$ cat src/design/kwm_bank.sv
// kwm_bank: one element bank, one write port and two registered read ports.
// Uses no package items; instantiated twice by the top level as a ping-pong pair.
`timescale 1ns / 1ps
`default_nettype none

module kwm_bank #(
  parameter int DEPTH = 64,
  parameter int WIDTH = 32
) (
  input  wire logic                     clk,
  input  wire logic                     wr_en,
  input  wire logic [$clog2(DEPTH)-1:0] wr_addr,
  input  wire logic [WIDTH-1:0]         wr_data,
  input  wire logic [$clog2(DEPTH)-1:0] rd_addr_a,
  input  wire logic [$clog2(DEPTH)-1:0] rd_addr_b,
  output logic      [WIDTH-1:0]         q_a,
  output logic      [WIDTH-1:0]         q_b
);

  logic [WIDTH-1:0] mem [DEPTH];

  always_ff @(posedge clk) begin
    if (wr_en) begin
      mem[wr_addr] <= wr_data;
    end
    q_a <= mem[rd_addr_a];
    q_b <= mem[rd_addr_b];
  end

endmodule

`default_nettype wire

$ cat config.mk
export PLATFORM = sky130hd
export DESIGN_NAME = kwm_bank
export DESIGN_NICKNAME = d
export VERILOG_FILES = /design/src/design/kwm_bank.sv
export SDC_FILE = /design/constraint.sdc
export NUM_CORES = 2
export LEC_CHECK = 0
export BUFFER_PORTS_ARGS = -buffer_cell sky130_fd_sc_hd__clkbuf_2
export CAP_MARGIN = 40
export CORE_ASPECT_RATIO = 1.1
export CORE_MARGIN = 4
export CORE_UTILIZATION = 56
export DETAILED_ROUTE_END_ITERATION = 16
export PLACE_DENSITY_LB_ADDON = 0.25
export SETUP_SLACK_MARGIN = 0.3
export SLEW_MARGIN = 20
export SYNTH_ARGS = -nofsm -noshare
export SYNTH_HDL_FRONTEND = slang
export SYNTH_SLANG_ARGS = --single-unit
$ cat constraint.sdc
create_clock -name clk -period 3.88 [get_ports clk]
set_input_delay 0.776 -clock clk [delete_from_list [all_inputs] [get_ports clk]]
set_output_delay 0.776 -clock clk [all_outputs]
set_load 0.02 [all_outputs]
After elaboration in Yosys (flattened, before gate mapping):

Memory sizes are Yosys's and may differ from the RTL's. A register that Yosys moved wholly into a read port is not among the register bits.
Cells that the tools add are included.

* muxes and demuxes: 2

Operators with widths (number)
* 2-to-1 mux 1 bit: 2

* bits in writable memories: 2048
* output and inout bits: 64
* word-level logic and storage cells: 3
* memories: 1
* register bits: 0
* bits of input ports: 52

Memories
* mem: depth 64, width 32, read ports 2, clocked after Yosys merged registers in 2, write ports 1, RTL line 20 `logic [WIDTH-1:0] mem [DEPTH];`

Longest topological paths before layout:

* word-level depth: 2
* gate-level depth with buffers: 10
* mapped depth without buffers: 5

Worst setup path before layout:

OpenSTA, ideal clock, no wires.

* kind: input port to flip-flop
* start point: in wr_addr[3]
* end point: mem mem[48][0], enable pin
* path buffers: 1
* data required time: 3.419 ns
* arrival time: 3.506 ns
* path slack: -0.087 ns
* stages on the path: 4
* library setup time: 0.461 ns
* cells stage by stage: clkbuf_1 -> nor2b_1 -> nand4b_1 -> nor3_1

RTL lines
* from (decl): RTL line 12 `input wire logic [$clog2(DEPTH)-1:0] wr_addr,`
* to (decl): RTL line 20

No word-level cell before the write port.

==> flow_summary.html <==
<table>
<tr><th>Metric</th><th>Value</th></tr>
<tr><th colspan="2">Placed design</th></tr>
<tr><td>Number of placed instances with taps included</td><td>6791</td></tr>
<tr><td>Weighted congestion at the end of routability-driven global placement</td><td>0.870</td></tr>
<tr><td>Buffers added on ports</td><td>115</td></tr>
<tr><td>Placed Instance Area</td><td>0.102 sq mm</td></tr>
<tr><td>HPWL after DPL</td><td>175 mm</td></tr>
<tr><td>Worst Setup Slack post-DPL</td><td>0.293 ns</td></tr>
<tr><th colspan="2">Floorplan</th></tr>
<tr><td>Area of the core</td><td>0.169 sq mm</td></tr>
<tr><td>Count of standard-cell rows</td><td>158</td></tr>
<tr><td>Horizontal die dimension</td><td>402 microns</td></tr>
<tr><td>Count of boundary I/O pins</td><td>116</td></tr>
<tr><td>Area enclosed by the die boundary</td><td>0.178 sq mm</td></tr>
<tr><td>Initial core utilization</td><td>0.565</td></tr>
<tr><td>Height of the chip</td><td>441 microns</td></tr>
<tr><th colspan="2">Layout</th></tr>
<tr><td>Signed area change from the synthesized netlist to the final layout</td><td>14.1%</td></tr>
<tr><td>Final net count</td><td>4820</td></tr>
<tr><td>Fill cell count</td><td>11000</td></tr>
<tr><td>Cell area after layout</td><td>0.109 sq mm</td></tr>
<tr><td>Final instance count without filler cells</td><td>7194</td></tr>
<tr><td>Proportion of layout cells with a drive suffix above 1</td><td>0.411</td></tr>
<tr><th colspan="2">Power</th></tr>
<tr><td>Comb pwr share</td><td>0.087</td></tr>
<tr><td>Maximum vdd drop</td><td>0.418 mV</td></tr>
<tr><td>Proportion of power drawn by the clock network</td><td>0.406</td></tr>
<tr><td>P_int</td><td>0.0390 W</td></tr>
<tr><td>Net Switching</td><td>0.0112 W</td></tr>
<tr><td>Sequential power share</td><td>0.507</td></tr>
<tr><td>PD cells</td><td>460 mW/mm^2</td></tr>
<tr><td>Static leakage</td><td>34.8 nW</td></tr>
<tr><td>Switching part of the total</td><td>0.223</td></tr>
<tr><th colspan="2">Global routing</th></tr>
<tr><td>Antenna violations before repair</td><td>16</td></tr>
<tr><td>Largest net degree at the start of global routing</td><td>65</td></tr>
<tr><td>Vias in the first global route</td><td>53900</td></tr>
<tr><td>Global-route usage over all layers</td><td>0.328</td></tr>
<tr><td>Wire length of the first global-routing pass</td><td>406 mm</td></tr>
<tr><td>Grt ovf</td><td>0</td></tr>
<tr><th colspan="2">Timing</th></tr>
<tr><td>Total Negative Setup Slacks</td><td>0 ns</td></tr>
<tr><td>Top achievable clock speed</td><td>359 MHz</td></tr>
<tr><td>Relative slew margins</td><td>0.324</td></tr>
<tr><td>RSZ-0062 raised after global routing</td><td>no</td></tr>
<tr><td>Hold violation count in the final report</td><td>0</td></tr>
<tr><td>Total of endpoints with negative setup slack in the final report</td><td>0</td></tr>
<tr><td>Worst-Margin Slew</td><td>1.01 ns</td></tr>
<tr><td>Worst-case hold slack</td><td>0.270 ns</td></tr>
<tr><td>Final Max Slew Viols</td><td>0</td></tr>
<tr><td>Worst path setup slack after routing</td><td>1.10 ns</td></tr>
<tr><td>Worst-case clock skew</td><td>0.0387 ns</td></tr>
<tr><td>Part of the cycle the worst path needs</td><td>0.718</td></tr>
<tr><td>Final critical delay including setup and external delays</td><td>2.78 ns</td></tr>
<tr><th colspan="2">Synthesis</th></tr>
<tr><td>Leading area contributor after synthesis</td><td>edfxtp_1</td></tr>
<tr><td>Number of warnings reported in the yosys synthesis log</td><td>0</td></tr>
<tr><td>Top flip-flop cell by instance count after synthesis</td><td>edfxtp_1</td></tr>
<tr><td>Async set-or-reset flop fraction in the synthesized netlist</td><td>0</td></tr>
<tr><td>Flops &amp; latches, synth</td><td>2112</td></tr>
<tr><td>Top cells by area in the synthesized netlist</td><td>edfxtp_1, mux4_2, mux2i_1</td></tr>
<tr><td>EDFF count, synth</td><td>2048</td></tr>
<tr><td>Gate Count Post-Synth</td><td>4412</td></tr>
<tr><td>Avg Cell Area, Syn</td><td>21.7 sq um</td></tr>
<tr><td>Post-synthesis sequential area ratio</td><td>0.656</td></tr>
<tr><td>Post-synthesis cell type count</td><td>38</td></tr>
<tr><td>Share of the synthesized area in the top cell type</td><td>0.643</td></tr>
<tr><td>Post-synthesis instance area</td><td>0.0957 sq mm</td></tr>
<tr><td>Most frequently used cell type in the post-synthesis netlist</td><td>edfxtp_1</td></tr>
<tr><td>Most used standard cells in the synthesized netlist</td><td>edfxtp_1, mux4_2, mux2i_1</td></tr>
<tr><td>Net count after synthesis</td><td>4464</td></tr>
<tr><th colspan="2">Worst setup path</th></tr>
<tr><td>Cell family with the largest share of critical-path delay</td><td>multiplexers</td></tr>
<tr><td>Crit end category</td><td>flop</td></tr>
<tr><td>Worst EP arrival</td><td>3.46 ns</td></tr>
<tr><td>Ordered list of cells on the worst path</td><td>buf_8, buf_12, buf_4, mux4_2, mux4_2, o22ai_1, a21oi_1</td></tr>
<tr><td>Path depth of the worst reg2reg path</td><td>4</td></tr>
<tr><td>Startpoint type of the worst setup path</td><td>input port</td></tr>
<tr><td>Worst setup slack for register-to-register paths</td><td>1.49 ns</td></tr>
<tr><td>Critical path depth in cells</td><td>7</td></tr>
<tr><td>Slowest cell on the critical path</td><td>o22ai_1</td></tr>
<tr><td>Cell with the most instances on the worst path</td><td>mux4_2</td></tr>
<tr><td>Buffers and inverters on the worst path</td><td>3</td></tr>
<tr><td>Critical Setup Path Class</td><td>in -&gt; reg</td></tr>
<tr><td>Critical register-to-register path startpoint</td><td>mem[23][6]</td></tr>
<tr><td>End of the critical path</td><td>q_b[0]</td></tr>
<tr><td>Crit path required time</td><td>4.56 ns</td></tr>
<tr><td>Stage delay of the slowest cell on the critical path</td><td>0.56 ns</td></tr>
<tr><td>Worst setup path startpoint</td><td>rd_addr_b[0]</td></tr>
<tr><td>Worst-path maximum fanout</td><td>37</td></tr>
<tr><td>Endpoint of the most critical register-to-register path</td><td>q_b[6]</td></tr>
<tr><th colspan="2">Clock tree</th></tr>
<tr><td>Resized cells post-CTS</td><td>0</td></tr>
<tr><td>CTS Sinks</td><td>2112</td></tr>
<tr><td>Clock edge transition at the registers on the reported setup and hold paths</td><td>0.06 ns</td></tr>
<tr><td>Maximum clock insertion buffer count</td><td>3</td></tr>
<tr><td>Depth of the CTS H-tree</td><td>4</td></tr>
<tr><td>Root buffer cell</td><td>clkbuf_16</td></tr>
<tr><td>Clock latency reported for the late side of the worst-skew pair</td><td>0.86 ns</td></tr>
<tr><td>Post-CTS setup repair buffer count</td><td>0</td></tr>
<tr><td>Number of buffers created by CTS</td><td>205</td></tr>
<tr><td>Clock tree from TritonCTS</td><td>yes</td></tr>
<tr><td>Count of hold-fix buffers inserted at cts</td><td>0</td></tr>
<tr><th colspan="2">Detailed routing</th></tr>
<tr><td>Overall routed net length</td><td>288 mm</td></tr>
<tr><td>DR pass1 iterations</td><td>6</td></tr>
<tr><td>DRC Markers</td><td>0</td></tr>
<tr><td>Routed Antenna Nets</td><td>0</td></tr>
<tr><td>Post-detailed-route wirelength per cell</td><td>40.0 microns</td></tr>
<tr><td>1st-iter DRT viols</td><td>8214</td></tr>
<tr><td>Vias after detailed routing</td><td>53500</td></tr>
<tr><td>Via-per-instance ratio</td><td>7.44</td></tr>
<tr><th colspan="2">Worst hold path</th></tr>
<tr><td>Path type of the worst min-delay path</td><td>in -&gt; reg</td></tr>
<tr><td>Hold path cells</td><td>1</td></tr>
<tr><th colspan="2">Run status</th></tr>
<tr><td>Status</td><td>finished, final reports clean</td></tr>
<tr><th colspan="2">Job</th></tr>
<tr><td>Number of max-cap violations</td><td>0</td></tr>
</table>
## worst register-to-register path: cells and delay by family, from the launching register on
| kind | cells | cell delay [ns] |
|---|---|---|
| flops | 1 | 0.38 |
| compound gates | 2 | 0.82 |
| mux | 2 | 1.01 |
## power by group through the flow
stage	clock [W]	sequential (W)	combinational, W
2_1_floorplan	0	0.0259	0.00242
3_3_place_gp	0	0.0259	0.00418
3_5_place_dp	0	0.0259	0.00429
4_1_cts	0.0206	0.0254	0.00430
5_1_grt	0.0216	0.0254	0.00455
6_report	0.0204	0.0254	0.00436
## per-stage QoR
step                power [W]   util
finish                 0.0502  0.645
global route           0.0516  0.645
CTS                    0.0503  0.644
detailed placement     0.0302  0.604
global placement       0.0301  0.600
floorplan              0.0284      -
## cell families after synthesis
group,Yosys count,synth area share
DFF,2112,0.656
muxes,1364,0.290
AOI/OAI and AO/OA,340,0.0239
buffers and inverters,348,0.0183
and+or+nand+nor,248,0.0113
## sequential cells by signal, summed over array words and instances (netlist names)
| signal | flops |
|---|---|
| mem | 2048 |
| q_a | 32 |
| q_b | 32 |
## final cells by class
| type | count | area [sq um] | share of cell area |
|---|---|---|---|
| Antenna cell | 9 | 22.5 | 0.000206 |
| Clock buffer | 281 | 5690 | 0.0521 |
| Clock inverter | 103 | 1180 | 0.0108 |
| Inverter | 1 | 3.75 | 0.0000344 |
| Multi-Input combinational cell | 1952 | 31700 | 0.290 |
| Sequential cell | 2112 | 62800 | 0.575 |
| Tap cell | 2240 | 2800 | 0.0257 |
| Timing Repair Buffer | 496 | 5020 | 0.0460 |
## cell usage in the layout (no fill, tap or decap), types with 16 or more instances in the layout
cell type  instances
o211ai_1          27
a22oi_1           85
bufinv_16         25
clkinv_2          28
nor2_4            63
o221ai_1          16
buf_12           109
nand2_1           92
o21ai_1           31
mux2_2            36
o22ai_1           56
edfxtp_1        2048
nor2_1            31
clkbuf_1          54
buf_4            256
clkbuf_2         102
dfxtp_1           64
nor2b_1           16
mux4_2          1124
mux2i_1          204
clkbuf_16        210
clkbuf_8          17
clkinv_1          30
a21oi_1           58
o21ai_0           18
## how the worst min path moves through the flow
| stage | from | endpoint | slack, ns |
|---|---|---|---|
| 6_report | wr_data[11] | mem[12][11] | 0.27 |
| 5_1_grt | wr_data[11] | mem[8][11] | 0.24 |
| 4_1_cts | wr_data[6] | mem[57][6] | 0.29 |
| 3_5_place_dp | mem[38][20] | q_a[20] | 0.83 |
| 3_3_place_gp | mem[36][20] | q_a[20] | 0.83 |
| 2_1_floorplan | mem[36][0] | q_a[0] | 0.78 |
## layer usage
metal	up-vias	GRT usage	wire length (microns)
met1	28400	0.448	99300
met2	4117	0.499	134000
met5	-	0	80
met4	10	0.133	13200
li1	20300	-	-
met3	730	0.103	41400
(Power assumes the default switching activity.)
