**src/design/kwm_pkg.sv**
```systemverilog
// kwm_pkg: shared types, action codes and default sizes for the k-way list merge core.
// No dependencies; imported by the top level and the merge sequencer.
`timescale 1ns / 1ps
`default_nettype none

package kwm_pkg;

  // default sizes, handed to the top-level parameters
  localparam int MAX_ELEMENTS_DEF = 64;
  localparam int MAX_LISTS_DEF    = 16;
  localparam int DATA_WIDTH_DEF   = 32;

  // fixed widths of the channel fields
  localparam int ACTION_W    = 2;
  localparam int IN_VALUE_W  = 32;
  localparam int OUT_VALUE_W = 32;

  // request action codes; the unused code is ignored
  localparam logic [ACTION_W-1:0] ACT_APPEND = 2'd0;
  localparam logic [ACTION_W-1:0] ACT_CLOSE  = 2'd1;
  localparam logic [ACTION_W-1:0] ACT_MERGE  = 2'd2;

  typedef struct packed {
    logic [ACTION_W-1:0]          action;
    logic signed [IN_VALUE_W-1:0] value;
  } kwm_in_t;

  typedef struct packed {
    logic signed [OUT_VALUE_W-1:0] merged_value;
    logic                          last;
    logic                          overflow;
  } kwm_out_t;

  // top -> merge sequencer
  typedef struct packed {
    logic start;
    logic clear;
  } kwm_seq_cmd_t;

  // merge sequencer -> top
  typedef struct packed {
    logic busy;
    logic done;
    logic src_sel;
  } kwm_seq_stat_t;

endpackage

`default_nettype wire

```
**src/design/kwm_merge_seq.sv**
```systemverilog
// kwm_merge_seq: pairwise merge-tree sequencer with the list length memory and the
// shared compare unit. Depends on kwm_pkg; drives the element banks through the top.
`timescale 1ns / 1ps
`default_nettype none

module kwm_merge_seq #(
  parameter int MAX_ELEMENTS = 64,
  parameter int MAX_LISTS    = 16,
  parameter int DATA_WIDTH   = 32
) (
  input  wire logic                                clk,
  input  wire logic                                rst_n,
  input  wire kwm_pkg::kwm_seq_cmd_t               cmd_i,
  input  wire logic [$clog2(MAX_LISTS+1)-1:0]      count_i,
  input  wire logic                                ld_len_we_i,
  input  wire logic [$clog2(MAX_LISTS)-1:0]        ld_len_addr_i,
  input  wire logic [$clog2(MAX_ELEMENTS+1)-1:0]   ld_len_data_i,
  input  wire logic [DATA_WIDTH-1:0]               q_a_i,
  input  wire logic [DATA_WIDTH-1:0]               q_b_i,
  output logic      [$clog2(MAX_ELEMENTS)-1:0]     rd_addr_a_o,
  output logic      [$clog2(MAX_ELEMENTS)-1:0]     rd_addr_b_o,
  output logic                                     wr_en_o,
  output logic      [$clog2(MAX_ELEMENTS)-1:0]     wr_addr_o,
  output logic      [DATA_WIDTH-1:0]               wr_data_o,
  output kwm_pkg::kwm_seq_stat_t                   stat_o
);

  import kwm_pkg::*;

  localparam int CW  = $clog2(MAX_ELEMENTS + 1);
  localparam int AW  = $clog2(MAX_ELEMENTS);
  localparam int LCW = $clog2(MAX_LISTS + 1);
  localparam int LAW = $clog2(MAX_LISTS);

  typedef enum logic [6:0] {
    S_IDLE  = 7'b0000001,
    S_CHK   = 7'b0000010,
    S_PAIR  = 7'b0000100,
    S_LENA  = 7'b0001000,
    S_LENB  = 7'b0010000,
    S_MRG   = 7'b0100000,
    S_ROUND = 7'b1000000
  } seq_state_t;

  seq_state_t state_r, state_nxt;
  logic [LCW-1:0] cnt_r, cnt_nxt;
  logic [LCW-1:0] j_r, j_nxt;
  logic [CW-1:0]  pos_r, pos_nxt;
  logic [CW-1:0]  la_r, la_nxt;
  logic [CW-1:0]  a_r, a_nxt, ea_r, ea_nxt;
  logic [CW-1:0]  b_r, b_nxt, eb_r, eb_nxt;
  logic [CW-1:0]  o_r, o_nxt;
  logic           src_r, src_nxt;

  // list length memory
  logic [CW-1:0]  len_mem [MAX_LISTS];
  logic [CW-1:0]  len_q_r;
  logic [LAW-1:0] len_rd_addr;
  logic           len_we;
  logic [LAW-1:0] len_wa;
  logic [CW-1:0]  len_wd;

  logic [LCW-1:0] half_up;
  logic [LCW:0]   idx_a, idx_b;
  logic           has_b;
  logic [CW-1:0]  lb;
  logic [CW-1:0]  sum_len;
  logic           a_done, b_done, take_a;

  assign half_up = (cnt_r >> 1) + LCW'(cnt_r[0]);
  assign idx_a   = {j_r, 1'b0};
  assign idx_b   = {j_r, 1'b1};
  assign has_b   = idx_b < {1'b0, cnt_r};
  assign lb      = has_b ? len_q_r : '0;
  assign sum_len = la_r + lb;
  assign a_done  = (a_r == ea_r);
  assign b_done  = (b_r == eb_r);
  // ties go to the later list
  assign take_a  = !a_done && (b_done || ($signed(q_a_i) < $signed(q_b_i)));

  always_comb begin
    state_nxt   = state_r;
    cnt_nxt     = cnt_r;
    j_nxt       = j_r;
    pos_nxt     = pos_r;
    la_nxt      = la_r;
    a_nxt       = a_r;
    ea_nxt      = ea_r;
    b_nxt       = b_r;
    eb_nxt      = eb_r;
    o_nxt       = o_r;
    src_nxt     = src_r;
    len_rd_addr = idx_a[LAW-1:0];
    len_we      = ld_len_we_i;
    len_wa      = ld_len_addr_i;
    len_wd      = ld_len_data_i;
    wr_en_o     = 1'b0;
    wr_data_o   = q_a_i;
    case (state_r)
      S_IDLE: begin
        if (cmd_i.clear) begin
          src_nxt = 1'b0;
        end
        if (cmd_i.start) begin
          cnt_nxt   = count_i;
          j_nxt     = '0;
          pos_nxt   = '0;
          state_nxt = S_CHK;
        end
      end
      S_CHK: begin
        state_nxt = (cnt_r <= LCW'(1)) ? S_IDLE : S_PAIR;
      end
      S_PAIR: begin
        state_nxt = (j_r == half_up) ? S_ROUND : S_LENA;
      end
      S_LENA: begin
        la_nxt      = len_q_r;
        len_rd_addr = idx_b[LAW-1:0];
        state_nxt   = S_LENB;
      end
      S_LENB: begin
        // odd last list runs as a pair with an empty partner: a plain copy
        a_nxt     = pos_r;
        ea_nxt    = pos_r + la_r;
        b_nxt     = pos_r + la_r;
        eb_nxt    = pos_r + sum_len;
        o_nxt     = pos_r;
        pos_nxt   = pos_r + sum_len;
        len_we    = 1'b1;
        len_wa    = j_r[LAW-1:0];
        len_wd    = sum_len;
        j_nxt     = j_r + LCW'(1);
        state_nxt = S_MRG;
      end
      S_MRG: begin
        if (a_done && b_done) begin
          state_nxt = S_PAIR;
        end else begin
          wr_en_o   = 1'b1;
          wr_data_o = take_a ? q_a_i : q_b_i;
          o_nxt     = o_r + CW'(1);
          if (take_a) begin
            a_nxt = a_r + CW'(1);
          end else begin
            b_nxt = b_r + CW'(1);
          end
        end
      end
      S_ROUND: begin
        cnt_nxt   = half_up;
        src_nxt   = !src_r;
        j_nxt     = '0;
        pos_nxt   = '0;
        state_nxt = S_CHK;
      end
      default: begin
        state_nxt = S_IDLE;
      end
    endcase
  end

  // read at the next pointer so the registered data matches the pointer
  assign rd_addr_a_o = a_nxt[AW-1:0];
  assign rd_addr_b_o = b_nxt[AW-1:0];
  assign wr_addr_o   = o_r[AW-1:0];

  assign stat_o.busy    = (state_r != S_IDLE);
  assign stat_o.done    = (state_r == S_CHK) && (cnt_r <= LCW'(1));
  assign stat_o.src_sel = src_r;

  always_ff @(posedge clk) begin
    if (!rst_n) begin
      state_r <= S_IDLE;
      src_r   <= 1'b0;
      cnt_r   <= '0;
      j_r     <= '0;
      pos_r   <= '0;
    end else begin
      state_r <= state_nxt;
      src_r   <= src_nxt;
      cnt_r   <= cnt_nxt;
      j_r     <= j_nxt;
      pos_r   <= pos_nxt;
    end
  end

  always_ff @(posedge clk) begin
    la_r <= la_nxt;
    a_r  <= a_nxt;
    ea_r <= ea_nxt;
    b_r  <= b_nxt;
    eb_r <= eb_nxt;
    o_r  <= o_nxt;
  end

  always_ff @(posedge clk) begin
    if (len_we) begin
      len_mem[len_wa] <= len_wd;
    end
    len_q_r <= len_mem[len_rd_addr];
  end

  a_ptr_bound: assert property (@(posedge clk) disable iff (!rst_n)
    (state_r == S_MRG) |-> (a_r <= ea_r) && (b_r <= eb_r))
    else $error("merge pointer ran past its list end");

  a_pair_count: assert property (@(posedge clk) disable iff (!rst_n)
    (state_r == S_MRG) && a_done && b_done |-> (o_r == pos_r))
    else $error("pair written count differs from its list lengths");

  a_start_idle: assert property (@(posedge clk) disable iff (!rst_n)
    cmd_i.start |-> (state_r == S_IDLE))
    else $error("merge started while the sequencer was busy");

endmodule

`default_nettype wire
```
**config.mk**
```make
export PLATFORM = sky130hd
export DESIGN_NAME = kwm_merge_seq
export DESIGN_NICKNAME = d
export VERILOG_FILES = /design/src/design/kwm_pkg.sv /design/src/design/kwm_merge_seq.sv
export SDC_FILE = /design/constraint.sdc
export NUM_CORES = 1
export LEC_CHECK = 0
export BUFFER_PORTS_ARGS = -buffer_cell sky130_fd_sc_hd__buf_2
export CORE_AREA = 2 2 172 106
export DETAILED_ROUTE_END_ITERATION = 7
export DIE_AREA = 0 0 174 108
export PLACE_DENSITY = 0.88
export SKIP_CTS_REPAIR_TIMING = 1
export SYNTH_ARGS = -nofsm -noshare
export SYNTH_HDL_FRONTEND = slang
export SYNTH_SLANG_ARGS = --single-unit
```
**constraint.sdc**
```tcl
create_clock -name clk -period 6.7 [get_ports clk]
set_clock_uncertainty 0.05 [all_clocks]
set_input_delay 1.675 -clock clk [delete_from_list [all_inputs] [get_ports clk]]
set_output_delay 1.675 -clock clk [all_outputs]
set_load 0.02 [all_outputs]
```
# Word level (Yosys, flattened, before mapping)
# Memory sizes are Yosys's and may differ from the RTL's. A register that Yosys moved wholly into a read port is not among the register bits.
# Index checks and enable logic that the tools add are counted.
[op_classes]
addsub = 8
bitwise = 0
mux = 33
n_mul = 0
eq_ne = 17
order_cmp = 3
n_reduce_logical = 16
div_mod_pow = 0
shift = 0
[op_table]
columns = ["operator", "count"]
rows = [
  ["two-way mux 32 bit", 3],
  ["two-way mux 7 bit", 11],
  ["case mux 7 bit (7 select lines)", 1],
  ["case mux 7 bit (2 select lines)", 3],
  ["less-than comparator 32 bit", 1],
  ["adder 7 x 1 -> 7 bit (second input constant)", 3],
  ["adder 7 bit", 3],
  ["case mux 7 bit (3 select lines)", 1],
  ["case mux 5 bit (3 select lines)", 1],
  ["== test 7 bit", 2],
  ["inequality test 2 bit (second input constant)", 6],
  ["two-way mux 5 bit", 2],
  ["case mux 5 bit (2 select lines)", 1],
  ["AND reduction 2 bit", 5],
  ["== test 7 x 1 -> 1 bit (second input constant)", 1],
  ["== test 7 x 2 -> 1 bit (second input constant)", 1],
  ["== test 7 x 3 -> 1 bit (second input constant)", 1],
  ["== test 7 x 4 -> 1 bit (second input constant)", 1],
  ["== test 7 x 5 -> 1 bit (second input constant)", 1],
  ["== test 7 x 6 -> 1 bit (second input constant)", 1],
  ["== test 7 bit (second input constant)", 1],
  ["two-way mux 1 bit", 7],
  ["inequality test 7 x 1 -> 1 bit (second input constant)", 1],
  ["less-than comparator 6 x 5 -> 1 bit", 1],
  ["other kinds (13)", 18],
]
[word_totals]
mem_bits_rw = 112
output_inout_bits = 54
mem_count = 1
mem_bits_ro = 0
inputBits = 85
latchBits = 0
reg_bits = 67
wordCells = 91
[mem_list]
columns = ["name", "words", "width", "read_ports", "rd_clocked_by_memory_dff", "write_ports", "line", "text"]
rows = [
  ["len_mem", 16, 7, 1, 1, 1, "kwm_merge_seq.sv:56", "logic [CW-1:0] len_mem [MAX_LISTS];"],
]

# Longest topological paths before layout
# Gate-level depths: netlist of the first run.
[logic_depth]
ltp_word = 6
depth_mapped = 18
depth_no_buf = 18

# Worst setup path after synthesis of the first run
# OpenSTA, ideal clock, no wires.
[synth_path]
kind = "in2out"
start = "input q_b_i[30]"
end = "output rd_addr_b_o[0]"
required_time_ns = 4.975
n_path_buf = 3
path_slack_ns = 0.844
stages = 13
arrival_time_ns = 4.131
cell_sequence = "inv_1 ha_1 a21oi_1 nand2_1 a221o_1 or3_1 buf_2 or4b_4 nand3_4 buf_6 nor2_1 a221o_1 buf_4"
[synth_via]
elab_chain_len = 6
[synth_lines]
columns = ["element", "line", "text"]
rows = [
  ["start: declaration", "kwm_merge_seq.sv:19", "input wire logic [DATA_WIDTH-1:0] q_b_i,"],
  ["less-than comparator 32 bit", "kwm_merge_seq.sv:79", "assign take_a = !a_done && (b_done || ($signed(q_a_i) < $signed(q_b_i)));"],
  ["logical OR 1 bit", "kwm_merge_seq.sv:79", ""],
  ["logical AND 1 bit", "kwm_merge_seq.sv:79", ""],
  ["two-way mux 7 bit", "kwm_merge_seq.sv:143", "if (take_a) begin"],
  ["two-way mux 7 bit", "kwm_merge_seq.sv:137", "if (a_done && b_done) begin"],
  ["case mux 7 bit (2 select lines)", "kwm_merge_seq.sv:99", "case (state_r)"],
  ["end: declaration", "kwm_merge_seq.sv:21", "output logic [$clog2(MAX_ELEMENTS)-1:0] rd_addr_b_o,"],
]
# No other way between the ends. The select of a mux whose other input is x is not followed.

# Worst setup path in the final report of the first run
[layout_path]
start = "input q_a_i[30]"
end = "output rd_addr_b_o[0]"
[layout_via]
elab_chain_len = 6
[layout_lines]
columns = ["element", "line", "text"]
rows = [
  ["start: declaration", "kwm_merge_seq.sv:18", "input wire logic [DATA_WIDTH-1:0] q_a_i,"],
  ["less-than comparator 32 bit", "kwm_merge_seq.sv:79", ""],
  ["logical OR 1 bit", "kwm_merge_seq.sv:79", ""],
  ["logical AND 1 bit", "kwm_merge_seq.sv:79", ""],
  ["two-way mux 7 bit", "kwm_merge_seq.sv:143", ""],
  ["two-way mux 7 bit", "kwm_merge_seq.sv:137", ""],
  ["case mux 7 bit (2 select lines)", "kwm_merge_seq.sv:99", ""],
]
# No other way between the ends. The select of a mux whose other input is x is not followed.

==> reports/metrics.cfg, run 1 <==
[status]
run_status = completed

[yosys]
syn_inst = 843
ys.flop_type = edfxtp_1
seq_area_frac_synth = 0.520
synth_seq_cells = 185
syn_area_sq_um = 9850
synth-edff-count = 141
synth_cell_types = 64
postSynth.asyncResetShare = 0
synth_warnings = 0
avgSynthCellArea_sq_um = 11.7
synth_nets = 990

[detailed_routing]
avgRoutedWirePerCell_microns = 21.5
vias = 7575
routed_wl_microns = 26000
vias_per_cell = 6.27
drc_errors = 0
final_antenna_net_count = 0
dr.pass1.iters = 6
drt_iter0_drc = 996

[global_route]
grt_pass1_vias = 7167
grt_pass1_wl_microns = 40000
grt.total_usage = 0.282
grt_max_degree = 49
antenna_found_initial = 0
overflow = 0

[die]
core_area_sq_um = 17000
die_y_microns = 108
ios = 139
initial_utilization = 0.578
num_rows = 37
dieArea_sq_um = 18800
die_w_microns = 174

[place]
dp_hpwl_microns = 17200
gp_congestion = 0.862
port_buffers = 138
placed_cells = 1177
dpl_cell_area_sq_um = 10600

[worst_setup_path]
r2r_slack_ns = 1.54
cp.required_ns = 4.97
crit_fanout = 9
critPathKind = in2out
end_kind = output pin
critPathLaunchType = primary input
r2r_end = len_mem[7][6]
r2r_cells = 13
r2r_start = j_r[1]
cp.arrival_ns = 4.73

[pwr]
power_mw = 2.64
power.density_nw_per_um2 = 234
power_leakage_nw = 4.62
ir_worst_vdd_mv = 0.231

[cells_and_area]
layout_common_cells = 141 x edfxtp_1, 138 x buf_2, 97 x nand2_1
layoutNonFillerInstCount = 1209
final_common_cell = edfxtp_1
syn2layout_area_growth_pct = 14.6
layout.nets = 1109
antenna_cells = 0
fin_area_sq_um = 11300
drive_above_1_share = 0.232

[clock_tree]
cts_inserted_buffers = 17
cts_tree = yes
htreeDepth = 4
cts_root_buf = clkbuf_16
cts.sinks = 185
clkLatencyLatePin_ns = 0.44
clockBufferDepth = 2
clk_pin_slew_ns = 0.07

[timing]
finalCriticalPeriod_ns = 6.45
final.setup.tns_ns = 0
hold_violations = 0
setup_viol = 0
slew_viol_final = 0
tightest_slew_ns = 1.09
timing.final.crit_share = 0.963
grt_setup_unrepaired = no
fmax_ghz = 0.155
max_slew_margin = 0.274

[hold_path]
min_to = la_r[5]
hp-start = len_q_r[5]
min_path_type = reg2reg
min_path_cells = 0

[job]
drv_cap = 0

-- area by class of cell --
| class | count | area [sq um] |
|---|---|---|
| Tap cell | 234 | 293 |
| Timing Repair Buffer | 147 | 758 |
| Multi-Input combinational cell | 555 | 4260 |
| Fill cell | 1181 | 5760 |
| Sequential cell | 185 | 5120 |
| Inverter | 56 | 210 |
| Clock inverter | 15 | 211 |
| Clock buffer | 17 | 425 |
-- per-layer routing --
layer | share of wire | vias up | global-route usage | routed length, microns
met5 | 0 | - | 0 | 0
met4 | 0.030 | 0 | 0.105 | 778
met3 | 0.13 | 98 | 0.0935 | 3470
met2 | 0.44 | 512 | 0.417 | 11400
met1 | 0.40 | 3618 | 0.390 | 10300
li1 | - | 3347 | - | -
-- flip-flops by register name (all words and copies together) (netlist names) --
| name | flops |
|---|---|
| len_mem | 112 |
| a_r | 7 |
| b_r | 7 |
| ea_r | 7 |
| eb_r | 7 |
| la_r | 7 |
| len_q_r | 7 |
| pos_r | 7 |
| state_r | 7 |
| o_r | 6 |
| cnt_r | 5 |
| j_r | 5 |
| src_r | 1 |
-- critical path, cell delays in order --
cell and delay, ns:
buf_2 0.11, ha_1 0.32, a21oi_1 0.16, nand2_1 0.07, a221o_1 0.32, or3_1 0.46, nor4b_1 0.59, nor2_1 0.20
a21oi_1 0.35, a221o_1 0.28, buf_2 0.19
-- report_power, final --
group | leakage [nW] | internal (mW) | total [mW] | switching [mW]
clock | 0.305 | 0.519 | 1.05 | 0.528
combinational | 2.68 | 0.127 | 0.326 | 0.199
sequential | 1.63 | 1.25 | 1.27 | 0.0183
-- how the worst max path moves through the flow --
stage	startpoint	to	slack (ns)	depth (start not counted)
5_1_grt	q_b_i[31]	wr_data_o[31]	0.08	13
6_report	q_a_i[30]	rd_addr_b_o[0]	0.25	11
2_1_floorplan	q_b_i[30]	rd_addr_b_o[0]	0.84	13
4_1_cts	q_a_i[30]	rd_addr_b_o[0]	0.30	11
3_5_place_dp	q_a_i[30]	wr_data_o[25]	0.35	12
3_3_place_gp	q_a_i[23]	wr_data_o[30]	0.43	12
-- Yosys cell counts (all sizes together), types with 3 or more instances --
cell	n	area share
or3b	3	0.0027
a22o	4	0.0036
xor2	18	0.016
nor2b	3	0.0019
edfxtp	141	0.43
nand2b	3	0.0019
a21oi	36	0.018
and2	9	0.0057
o21bai	7	0.0053
o21ai	53	0.027
clkbuf	18	0.0069
nand2	97	0.037
o31ai	3	0.0023
or3	3	0.0019
a21o	11	0.0084
nand4	9	0.0057
dfxtp	44	0.089
a21boi	9	0.0069
nor4	7	0.0051
ha	59	0.075
a31oi	7	0.0044
o211ai	7	0.0053
or4	3	0.0023
and3	6	0.0038
fa	3	0.0061
nand3	27	0.015
a221o	3	0.0031
a22oi	5	0.0038
xnor2	26	0.023
buf	29	0.019
nor3	12	0.0061
nor2	50	0.019
nand3b	3	0.0023
inv	56	0.021
mux4	35	0.080
nor3b	7	0.0058
-- per-stage QoR --
step                hold slack, ns  setup slack (ns)   util
floorplan                    0.350             0.844      -
global placement             0.359             0.433  0.625
detailed placement           0.361             0.348  0.625
CTS                          0.383             0.302  0.662
global route                 0.398            0.0783  0.662
finish                       0.384             0.247  0.662
-- kinds of logic (layout without fill, tap and decap cells) --
logic type,Yosys count,in the layout,synth area share
compound gates,161,161,0.103
xor+xnor,46,46,0.0437
fa+ha+maj,62,62,0.0811
buf+inv,103,235,0.0474
flops,185,185,0.520
mux,37,37,0.0822
simple gates,249,249,0.123
(Power assumes the default switching activity.)
==> run 2: changes to the inputs <==
--- a/config.mk
+++ b/config.mk
@@ -6,10 +6,10 @@
 export NUM_CORES = 1
 export LEC_CHECK = 0
 export BUFFER_PORTS_ARGS = -buffer_cell sky130_fd_sc_hd__buf_2
-export CORE_AREA = 2 2 172 106
+export CORE_AREA = 2 2 166 103
 export DETAILED_ROUTE_END_ITERATION = 7
-export DIE_AREA = 0 0 174 108
-export PLACE_DENSITY = 0.88
+export DIE_AREA = 0 0 168 105
+export PLACE_DENSITY = 0.92
 export SKIP_CTS_REPAIR_TIMING = 1
 export SYNTH_ARGS = -nofsm -noshare
 export SYNTH_HDL_FRONTEND = slang
==> constraint.sdc (replaced) <==
create_clock -name clk -period 7.5 [get_ports clk]
set_clock_uncertainty 0.05 [all_clocks]
set_input_delay 1.875 -clock clk [delete_from_list [all_inputs] [get_ports clk]]
set_output_delay 1.875 -clock clk [all_outputs]
set_load 0.02 [all_outputs]
==> run 2 against run 1 <==
Net effect: sequential cell count unchanged; critical path type unchanged; combinational power down 10%; count of clock-buffer cells in the layout unchanged; largest cell class unchanged; critical endpoint is now rd_addr_b_o[4]; highest routed layer unchanged; the run now ends with design-rule violations left; critical path depth unchanged.
==> reports/metrics.cfg, run 2 (synthesis results as in run 1) <==
[die]
ios = 139
dieArea_sq_um = 17600
initial_utilization = 0.616
num_rows = 36
die_w_microns = 168
core_area_sq_um = 16000
die_y_microns = 105

[job]
drv_cap = 0

[clock_tree]
cts_root_buf = clkbuf_16
clockBufferDepth = 2
cts_tree = yes
clk_pin_slew_ns = 0.07
htreeDepth = 4
cts.sinks = 185
clkLatencyLatePin_ns = 0.46
cts_inserted_buffers = 17

[cells_and_area]
regMostFlops = len_mem
largest_reg_flops = 112
syn2layout_area_growth_pct = 14.1
drive_above_1_share = 0.231
final.fill_count = 995
layout_common_cells = 141 x edfxtp_1, 138 x buf_2, 97 x nand2_1
layoutNonFillerInstCount = 1183
final_common_cell = edfxtp_1
antenna_cells = 0
layout.nets = 1108

[worst_setup_path]
cp_cell_sequence = buf_2 -> inv_1 -> ha_1 -> nand4_1 -> or4_1 -> a21oi_1 -> or3_1 -> or4b_4 -> nand3_4 -> o311ai_0 -> buf_2
critPathTopFamily = simple AND/OR/NAND/NOR gates
crit_top_cell = buf_2
cp.required_ns = 5.58
cp.arrival_ns = 5.30
end_kind = output pin
slowest_stage = o311ai_0
slowest_delay_ns = 0.64
critPathKind = in2out
critPathLaunchType = primary input
crit_fanout = 57
path_buf_inv = 3

[status]
violations = design-rule violations
run_status = complete, but fails checks

[detailed_routing]
routed_wl_microns = 25300
vias_per_cell = 6.34
vias = 7498
drc_errors = 1
drt_iter0_drc = 1086
final_antenna_net_count = 0
dr.pass1.iters = 7
avgRoutedWirePerCell_microns = 21.4

[timing]
fin_hold_ws_ns = 0.388
grt_setup_unrepaired = no
timing.final.crit_share = 0.964
max_slew_margin = 0.133
final.setup.tns_ns = 0
tightest_slew_ns = 1.29
fmax_ghz = 0.138
finalCriticalPeriod_ns = 7.23
slew_viol_final = 0
hold_violations = 0
setup_viol = 0

[place]
gp_congestion = 0.886
port_buffers = 138
dp_hpwl_microns = 17800
placed_cells = 1151

[global_route]
grt_max_degree = 58
grt_pass1_wl_microns = 39000
antenna_found_initial = 0
grt.total_usage = 0.292
grt_pass1_vias = 7205
overflow = 0

[pwr]
power.density_nw_per_um2 = 212
power_leakage_nw = 4.61
ir_worst_vdd_mv = 0.155

[hold_path]
min_path_type = reg2reg

[run 2: cell types whose count changed in the layout (fill, tap and decap cells not counted), sizes merged]
| cell | delta |
|---|---|
| buf | -1 |
| inv | +4 |
| clkinv | -4 |
[run 2: final timing paths]
check	from	to	slack [ns]	depth (start not counted)
max reg2reg	j_r[1]	len_mem[13][6]	2.47	13
min reg2reg	len_q_r[1]	la_r[1]	0.39	0
max	q_b_i[31]	rd_addr_b_o[4]	0.27	11
min	len_q_r[1]	la_r[1]	0.39	0
[run 2: layout make-up]
class | count | area (sq um) | share of cell area
well taps | 209 | 262 | 0.0233
multi-input cells | 555 | 4260 | 0.380
clock buffers | 17 | 425 | 0.0379
flip-flops and latches | 185 | 5120 | 0.456
clock inverters | 15 | 201 | 0.0179
inverters | 56 | 210 | 0.0187
repair buffers | 146 | 751 | 0.0669
[run 2: through the flow]
stage	setup slack (ns)	util	total power, mW	area (sq um)
3_3_place_gp	0.616	0.663	1.42	10600
3_5_place_dp	0.368	0.663	1.43	10600
5_1_grt	0.102	0.702	2.44	11200
6_report	0.272	0.702	2.38	11200
4_1_cts	0.348	0.702	2.37	11200
2_1_floorplan	1.24	-	1.34	9850
[run 2: per-layer routing]
| layer | GRT usage | routed length (microns) |
|---|---|---|
| met1 | 0.410 | 10200 |
| met2 | 0.438 | 11200 |
| met4 | 0.102 | 715 |
| met3 | 0.0818 | 3210 |
| met5 | 0 | 0 |
[run 2: report_power, final]
part	switching [mW]	leakage (nW)	total, mW	internal (mW)
clock	0.490	0.304	0.955	0.465
sequential	0.0148	1.63	1.13	1.12
combinational	0.179	2.67	0.292	0.113
total	0.684	4.61	2.38	1.70
